`config.mk`:
```
export PLATFORM = sky130hd
export DESIGN_NAME = led_twinkle_ramp_generator_unit
export DESIGN_NICKNAME = d
export VERILOG_FILES = /design/src/sv/ltrg_pkg.sv /design/src/sv/ltrg_scale.sv /design/src/sv/led_twinkle_ramp_generator_unit.sv
export SDC_FILE = /design/constraint.sdc
export NUM_CORES = 1
export LEC_CHECK = 0
export BUFFER_PORTS_ARGS = -buffer_cell sky130_fd_sc_hd__clkbuf_2
export CORE_AREA = 2 2 253 180
export CTS_CLUSTER_SIZE = 25
export DETAILED_ROUTE_END_ITERATION = 8
export DIE_AREA = 0 0 255 182
export PLACE_DENSITY_LB_ADDON = 0.3
export SETUP_SLACK_MARGIN = 0.4
export SYNTH_ARGS = -nofsm -noshare
export SYNTH_HDL_FRONTEND = slang
export SYNTH_SLANG_ARGS = --single-unit
```
`constraint.sdc`:
```
create_clock -name aclk -period 38.7 [get_ports aclk]
set_input_delay 7.74 -clock aclk [delete_from_list [all_inputs] [get_ports aclk]]
set_output_delay 7.74 -clock aclk [all_outputs]
set_load 0.05 [all_outputs]
```
`src/sv/ltrg_pkg.sv`:
```
// package for the led twinkle ramp generator: sizes, constants and the stage type
`default_nettype none
package ltrg_pkg;

    localparam int CHANNELS = 4;
    localparam int CH_IDX_W = (CHANNELS > 1) ? $clog2(CHANNELS) : 1;

    localparam int CH_W    = 2;
    localparam int STEP_W  = 12;
    localparam int TOP_W   = 8;
    localparam int NBOT_W  = 6;
    localparam int LEVEL_W = 8;
    localparam int ACC_W   = 16;

    localparam logic [ACC_W-1:0] ACC_FULL = '1;
    localparam logic [ACC_W-1:0] ACC_ZERO = '0;

    // ramp state after the update, carried to the scaling stage
    typedef struct packed {
        logic [CH_W-1:0]    channel;
        logic               in_range;
        logic [ACC_W-1:0]   acc;
        logic [TOP_W-1:0]   top;
        logic [LEVEL_W-1:0] bot;
        logic               rising;
    } ramp_t;

endpackage
`default_nettype wire

```
`src/sv/ltrg_scale.sv`:
```
// maps a ramp value onto the range between bottom and top brightness
`default_nettype none
module ltrg_scale (
    input  wire ltrg_pkg::ramp_t            ramp,
    output logic [ltrg_pkg::LEVEL_W-1:0]    level
);
    import ltrg_pkg::*;

    logic signed [TOP_W:0] diff;
    logic                  neg;
    logic [TOP_W-1:0]      mag;
    logic [ACC_W+TOP_W-1:0] prod;
    logic [TOP_W-1:0]      q_hi;
    logic [ACC_W:0]        rem_raw;
    logic                  wrap;
    logic [ACC_W:0]        rem;
    logic [TOP_W-1:0]      quot;
    logic                  exact;
    logic [LEVEL_W-1:0]    scaled;

    always_comb begin
        diff = $signed({1'b0, ramp.top}) - $signed({1'b0, ramp.bot});
        neg  = diff[TOP_W];
        mag  = neg ? TOP_W'(-diff) : diff[TOP_W-1:0];
        prod = ramp.acc * mag;
        // x = hi*65536 + lo = hi*65535 + (hi + lo), and hi + lo stays below 2*65535
        q_hi    = prod[ACC_W+TOP_W-1:ACC_W];
        rem_raw = {1'b0, prod[ACC_W-1:0]} + {{(ACC_W+1-TOP_W){1'b0}}, q_hi};
        wrap    = rem_raw >= {1'b0, ACC_FULL};
        rem     = wrap ? rem_raw - {1'b0, ACC_FULL} : rem_raw;
        quot    = wrap ? q_hi + TOP_W'(1) : q_hi;
        exact   = (rem == '0);
        // negative spread rounds toward minus infinity
        if (neg) begin
            scaled = ramp.bot - LEVEL_W'(quot) - LEVEL_W'(!exact);
        end else begin
            scaled = ramp.bot + LEVEL_W'(quot);
        end
        level = ramp.in_range ? scaled : '0;
    end

endmodule
`default_nettype wire

```
`src/sv/led_twinkle_ramp_generator_unit.sv`:
```
// led twinkle ramp generator: per-channel triangle ramp with scaled level output
// path: a transaction passes the input register, the ramp state register and the
// output register in order; m_valid is the output register's valid, a stall holds it
// throughput: one transaction per cycle unless the output stalls; input register,
// ramp update, scaling register; the per-channel state is read and written back in
// the same cycle, so back-to-back transactions on one channel never wait
// reset: ramps go to zero and rising, pipeline empties; step, top and bottom stay
// undefined until a restart for that channel
`default_nettype none
module led_twinkle_ramp_generator_unit (
    input  wire                              aclk,
    input  wire                              aresetn,
    input  wire                              s_valid,
    output logic                             s_ready,
    input  wire  [ltrg_pkg::CH_W-1:0]        s_channel,
    input  wire                              s_restart,
    input  wire  [ltrg_pkg::STEP_W-1:0]      s_next_step,
    input  wire  [ltrg_pkg::TOP_W-1:0]       s_next_top,
    input  wire  [ltrg_pkg::NBOT_W-1:0]      s_next_bottom,
    output logic                             m_valid,
    input  wire                              m_ready,
    output logic [ltrg_pkg::CH_W-1:0]        m_out_channel,
    output logic [ltrg_pkg::LEVEL_W-1:0]     m_level,
    output logic                             m_rising
);
    import ltrg_pkg::*;

    // pipeline valids
    logic in_vld_reg, mid_vld_reg, out_vld_reg;
    logic out_free, mid_free, in_free;
    logic in_load, mid_load, out_load;

    // input register
    logic [CH_W-1:0]   in_ch_reg;
    logic              in_restart_reg;
    logic [STEP_W-1:0] in_step_reg;
    logic [TOP_W-1:0]  in_top_reg;
    logic [NBOT_W-1:0] in_bot_reg;

    // per-channel state
    logic [ACC_W-1:0]   acc_reg  [CHANNELS];
    logic               up_reg   [CHANNELS];
    logic [STEP_W-1:0]  step_reg [CHANNELS];
    logic [TOP_W-1:0]   top_reg  [CHANNELS];
    logic [LEVEL_W-1:0] bot_reg  [CHANNELS];

    logic [CH_IDX_W-1:0] idx;
    logic                in_range;
    logic [ACC_W-1:0]    acc_cur;
    logic                up_cur;
    logic [STEP_W-1:0]   step_cur;
    logic [TOP_W-1:0]    top_cur;
    logic [LEVEL_W-1:0]  bot_cur;
    logic [ACC_W:0]      sum;
    logic                borrow;

    ramp_t ramp_next, mid_reg;
    logic [STEP_W-1:0] step_next;
    logic [LEVEL_W-1:0] level_next;

    logic [CH_W-1:0]    out_ch_reg;
    logic [LEVEL_W-1:0] out_level_reg;
    logic               out_rising_reg;

    assign out_free = !out_vld_reg || m_ready;
    assign mid_free = !mid_vld_reg || out_free;
    assign in_free  = !in_vld_reg || mid_free;
    assign s_ready  = in_free;
    assign in_load  = s_valid && in_free;
    assign mid_load = in_vld_reg && mid_free;
    assign out_load = mid_vld_reg && out_free;

    always_ff @(posedge aclk) begin
        if (!aresetn) begin
            in_vld_reg  <= 1'b0;
            mid_vld_reg <= 1'b0;
            out_vld_reg <= 1'b0;
        end else begin
            if (in_free) begin
                in_vld_reg <= s_valid;
            end
            if (mid_free) begin
                mid_vld_reg <= in_vld_reg;
            end
            if (out_free) begin
                out_vld_reg <= mid_vld_reg;
            end
        end
    end

    always_ff @(posedge aclk) begin
        if (in_load) begin
            in_ch_reg      <= s_channel;
            in_restart_reg <= s_restart;
            in_step_reg    <= s_next_step;
            in_top_reg     <= s_next_top;
            in_bot_reg     <= s_next_bottom;
        end
    end

    // ramp update
    always_comb begin
        idx      = CH_IDX_W'(in_ch_reg);
        in_range = (int'(in_ch_reg) < CHANNELS);
        acc_cur  = acc_reg[idx];
        up_cur   = up_reg[idx];
        step_cur = step_reg[idx];
        top_cur  = top_reg[idx];
        bot_cur  = bot_reg[idx];
        sum      = {1'b0, acc_cur} + {{(ACC_W+1-STEP_W){1'b0}}, step_cur};
        borrow   = acc_cur < {{(ACC_W-STEP_W){1'b0}}, step_cur};

        ramp_next.channel  = in_ch_reg;
        ramp_next.in_range = in_range;
        ramp_next.acc      = acc_cur;
        ramp_next.top      = top_cur;
        ramp_next.bot      = bot_cur;
        ramp_next.rising   = up_cur;
        step_next          = step_cur;

        if (in_restart_reg) begin
            ramp_next.acc    = ACC_ZERO;
            ramp_next.rising = 1'b1;
            ramp_next.top    = in_top_reg;
            ramp_next.bot    = LEVEL_W'(in_bot_reg);
            step_next        = in_step_reg;
        end else if (up_cur) begin
            if (sum[ACC_W]) begin
                // would overflow: pin at full and turn down
                ramp_next.acc    = ACC_FULL;
                ramp_next.rising = 1'b0;
                ramp_next.bot    = LEVEL_W'(in_bot_reg);
                step_next        = in_step_reg;
            end else begin
                ramp_next.acc = sum[ACC_W-1:0];
            end
        end else begin
            if (borrow) begin
                // would underflow: pin at zero and turn up
                ramp_next.acc    = ACC_ZERO;
                ramp_next.rising = 1'b1;
                ramp_next.top    = in_top_reg;
                step_next        = in_step_reg;
            end else begin
                ramp_next.acc = acc_cur - {{(ACC_W-STEP_W){1'b0}}, step_cur};
            end
        end

        if (!in_range) begin
            ramp_next.rising = 1'b0;
        end
    end

    always_ff @(posedge aclk) begin
        if (!aresetn) begin
            for (int i = 0; i < CHANNELS; i++) begin
                acc_reg[i] <= ACC_ZERO;
                up_reg[i]  <= 1'b1;
            end
        end else if (mid_load && in_range) begin
            acc_reg[idx] <= ramp_next.acc;
            up_reg[idx]  <= ramp_next.rising;
        end
    end

    always_ff @(posedge aclk) begin
        if (mid_load && in_range) begin
            step_reg[idx] <= step_next;
            top_reg[idx]  <= ramp_next.top;
            bot_reg[idx]  <= ramp_next.bot;
        end
    end

    always_ff @(posedge aclk) begin
        if (mid_load) begin
            mid_reg <= ramp_next;
        end
    end

    ltrg_scale u_scale (
        .ramp  (mid_reg),
        .level (level_next)
    );

    always_ff @(posedge aclk) begin
        if (out_load) begin
            out_ch_reg     <= mid_reg.channel;
            out_level_reg  <= level_next;
            out_rising_reg <= mid_reg.rising;
        end
    end

    assign m_valid       = out_vld_reg;
    assign m_out_channel = out_ch_reg;
    assign m_level       = out_level_reg;
    assign m_rising      = out_rising_reg;

endmodule
`default_nettype wire

```
==> results_tabular.tex <==
\begin{tabular}{lr}
\hline
Metric & Value \\
\hline
\multicolumn{2}{l}{\textbf{Yosys}} \\
\quad Leading post-synthesis cells by instance count & sky130\_fd\_sc\_hd\_\_edfxtp\_1, sky130\_fd\_sc\_hd\_\_inv\_1, sky130\_fd\_sc\_hd\_\_nor2\_1 \\
\quad Fraction of post-synthesis cell area in the top cell type by area & 43.8\% \\
\quad Dominant cell type by area after synthesis & sky130\_fd\_sc\_hd\_\_edfxtp\_1 \\
\quad Post-synth EDFFs & 255 \\
\quad Top cells by area in the synthesized netlist & sky130\_fd\_sc\_hd\_\_edfxtp\_1, sky130\_fd\_sc\_hd\_\_fa\_1, sky130\_fd\_sc\_hd\_\_ha\_1 \\
\quad Synth unique cells & 77 \\
\quad Yosys reg bits & 260 \\
\quad Proportion of synthesized chip area in sequential cells & 44.4\% \\
\quad Most frequently used flop master after synthesis & sky130\_fd\_sc\_hd\_\_edfxtp\_1 \\
\quad Post-Synthesis Mean Instance Area & 11.8 um2 \\
\quad Most frequent cell after synthesis & sky130\_fd\_sc\_hd\_\_edfxtp\_1 \\
\quad Number of standard cells after synthesis & 1478 \\
\quad Proportion of synthesized flip-flops having asynchronous set or reset & 0\% \\
\quad Summed instance area of the synthesized netlist & 17500 um2 \\
\quad Warnings from Yosys & 0 \\
\quad Post-Synthesis Net Count & 1709 \\
\multicolumn{2}{l}{\textbf{Critical path}} \\
\quad Worst-path maximum fanout & 5 \\
\quad Start-to-end type of the worst setup path & input port to output pin \\
\quad Worst EP arrival & 8.54 ns \\
\quad Type of element capturing the critical path & output pin \\
\quad Required time reported for the critical path endpoint & 30.96 ns \\
\quad Reg-to-reg slack, setup & 23.35 ns \\
\quad Startpoint class of the critical path & input port \\
\multicolumn{2}{l}{\textbf{STA}} \\
\quad Fin Clk Skew & 0.0228 ns \\
\quad Relative slew margins & 25.0\% \\
\quad TNS Setup & 0 ns \\
\quad RSZ-0062 raised after global routing & false \\
\quad Setup violation total in the final timing report & 0 \\
\quad Final worst path period need & 16.28 ns \\
\quad Final Cycle Share & 42.1\% \\
\quad Max Clk Rate & 61.4 MHz \\
\quad Total count of hold-check failures in the final report & 0 \\
\quad Final worst slack & 22.42 ns \\
\quad Number of max-slew violations in the final report & 0 \\
\quad Tightest Pin Transition & 1.13 ns \\
\multicolumn{2}{l}{\textbf{Clock network}} \\
\quad Clock-pin slew on the worst setup and hold paths & 0.06 ns \\
\quad Post-CTS Resized & 0 \\
\quad Buffer cell driving the clock tree root & sky130\_fd\_sc\_hd\_\_clkbuf\_16 \\
\quad Number of sinks handled by clock tree synthesis & 260 \\
\quad \# Post-CTS Setup Buffers & 0 \\
\quad Depth of the CTS H-tree & 1 \\
\quad Cts bufs inserted & 28 \\
\quad CTS tree & built \\
\quad Post-CTS Hold Buffers & 0 \\
\quad Deepest clock path buffer count & 3 \\
\quad Clock insertion delay at the later pin of the skew report & 0.54 ns \\
\multicolumn{2}{l}{\textbf{Final layout}} \\
\quad Fraction of layout cells with a size suffix above 1 & 13.7\% \\
\quad Synthesis-to-layout area growth & 10.6\% \\
\quad Number of flip-flops under the largest register name & 64 \\
\quad Non-Filler Cell Area, Final & 19300 um2 \\
\quad FF+latch area & 7760 um2 \\
\quad Diode insertion count for antenna repair & 0 \\
\quad Multi-input gate area & 8920 um2 \\
\quad Layout filler cell count & 4106 \\
\quad Final-stage net count & 1763 \\
\multicolumn{2}{l}{\textbf{Hold path}} \\
\quad Min-Delay Path Class & register to register \\
\multicolumn{2}{l}{\textbf{Die}} \\
\quad Top-Level Pins & 46 \\
\quad Die area & 46400 um2 \\
\quad Width of the chip & 255 um \\
\quad Effective utilization at floorplan & 39.4\% \\
\quad Core outline area & 44300 um2 \\
\quad Floorplan row count & 65 \\
\quad Die boundary height & 182 um \\
\multicolumn{2}{l}{\textbf{Global route}} \\
\quad All-layer global routing usage & 16.7\% \\
\quad GR Overflow Total & 0 \\
\quad Global-route wire length before repair & 61800 um \\
\quad Via count of the first global-routing pass & 11342 \\
\quad Antenna violations before repair & 0 \\
\quad Largest net degree at the start of global routing & 47 \\
\multicolumn{2}{l}{\textbf{Detailed routing}} \\
\quad Drc violations & 0 \\
\quad 1st-iter DRT viols & 780 \\
\quad Wire length per cell & 17.5 um \\
\quad TritonRoute pass-1 iters & 5 \\
\quad Aggregate routed wire length & 37800 um \\
\quad Vias & 11233 \\
\quad Post-detailed-route count of antenna-violating nets & 0 \\
\quad Via count normalized by instance count & 5.21 \\
\multicolumn{2}{l}{\textbf{Flow run}} \\
\quad Total of max-cap violations & 0 \\
\multicolumn{2}{l}{\textbf{Placement}} \\
\quad DP HPWL & 27000 um \\
\quad Dpl ws & 22.42 ns \\
\quad Gpl congestion & 0.875 \\
\quad Post-detailed-placement cell area & 18400 um2 \\
\quad Input/output buffers & 45 \\
\multicolumn{2}{l}{\textbf{Outcome}} \\
\quad Status & finished, final reports clean \\
\hline
\end{tabular}
==> logic make-up after synthesis <==
logic type	Yosys count	synth area share, %
fa+ha+maj	198	18.1
mux	78	7.85
compound gates	230	9.06
flops	260	44.4
simple gates	433	12.5
buf+inv	212	4.64
xor+xnor	67	3.40
==> routing by layer <==
metal | GRT usage (%) | vias to the layer above | share of wire, %
met3 | 2.22 | 38 | 5.3
met4 | 2.71 | 0 | 1.2
met5 | 0 | - | 0
met2 | 25.2 | 267 | 43
met1 | 25.9 | 5590 | 51
li1 | - | 5338 | -
==> critical path, cell delays in order <==
cell and delay, ns:
sky130_fd_sc_hd__clkbuf_2 0.08, sky130_fd_sc_hd__nor2b_1 0.28, sky130_fd_sc_hd__nand3_1 0.17, sky130_fd_sc_hd__clkbuf_2 0.27
==> per-stage QoR <==
stage	utilization, %	hold slack [ns]	cells
final	43.6	0.423	2154
after global routing	43.6	0.426	2154
after CTS	43.6	0.429	2154
after detailed placement	41.6	0.405	2105
after global placement	41.6	0.405	2105
after floorplan	-	0.400	1478
==> area by class of cell <==
class                      instances  share of cell area, %
tap                              603                   3.91
inverter                         173                   3.36
multi-input combinational       1006                   46.2
clock inverter                    16                  0.661
clock buffer                      33                   3.84
timing repair buffer              63                   1.87
sequential                       260                   40.2
==> path summary, 6_finish.rpt <==
| check | start | endpoint | cells past startpoint |
|---|---|---|---|
| worst min register to register | mid_reg[0]$_DFFE_PP_ | m_rising$_DFFE_PP_ | 0 |
| worst max-delay path | m_ready | s_ready | 4 |
| worst min-delay path | mid_reg[0]$_DFFE_PP_ | m_rising$_DFFE_PP_ | 0 |
| worst max register to register | mid_reg[2]$_DFFE_PP_ | m_level[7]$_DFFE_PP_ | 56 |
==> cells in the final DEF (no fill, tap or decap), types with 9 or more instances in the layout <==
cell type / Yosys / routed
sky130_fd_sc_hd__clkbuf_2: 0 / 45
sky130_fd_sc_hd__and2_1: 46 / 45
sky130_fd_sc_hd__nor3_1: 18 / 18
sky130_fd_sc_hd__xor2_1: 26 / 26
sky130_fd_sc_hd__nor2_1: 140 / 138
sky130_fd_sc_hd__fa_1: 91 / 91
sky130_fd_sc_hd__clkbuf_16: 0 / 29
sky130_fd_sc_hd__o21a_1: 11 / 11
sky130_fd_sc_hd__ha_1: 107 / 107
sky130_fd_sc_hd__xnor2_1: 40 / 39
sky130_fd_sc_hd__buf_4: 2 / 18
sky130_fd_sc_hd__edfxtp_1: 255 / 255
sky130_fd_sc_hd__nand3_1: 21 / 21
sky130_fd_sc_hd__o21ai_0: 40 / 38
sky130_fd_sc_hd__inv_1: 173 / 173
sky130_fd_sc_hd__a21o_1: 17 / 17
sky130_fd_sc_hd__nor2b_1: 55 / 55
sky130_fd_sc_hd__a21oi_1: 68 / 67
sky130_fd_sc_hd__clkinv_1: 0 / 9
sky130_fd_sc_hd__o21bai_1: 17 / 17
sky130_fd_sc_hd__mux4_2: 44 / 44
sky130_fd_sc_hd__nand2_1: 74 / 74
sky130_fd_sc_hd__mux2_2: 32 / 32
sky130_fd_sc_hd__nand2b_1: 26 / 26
sky130_fd_sc_hd__a211oi_1: 11 / 11
Power is left out: the tool's default activity adds up to more than one toggle a clock period on the data nets, which glitch-free logic cannot reach.
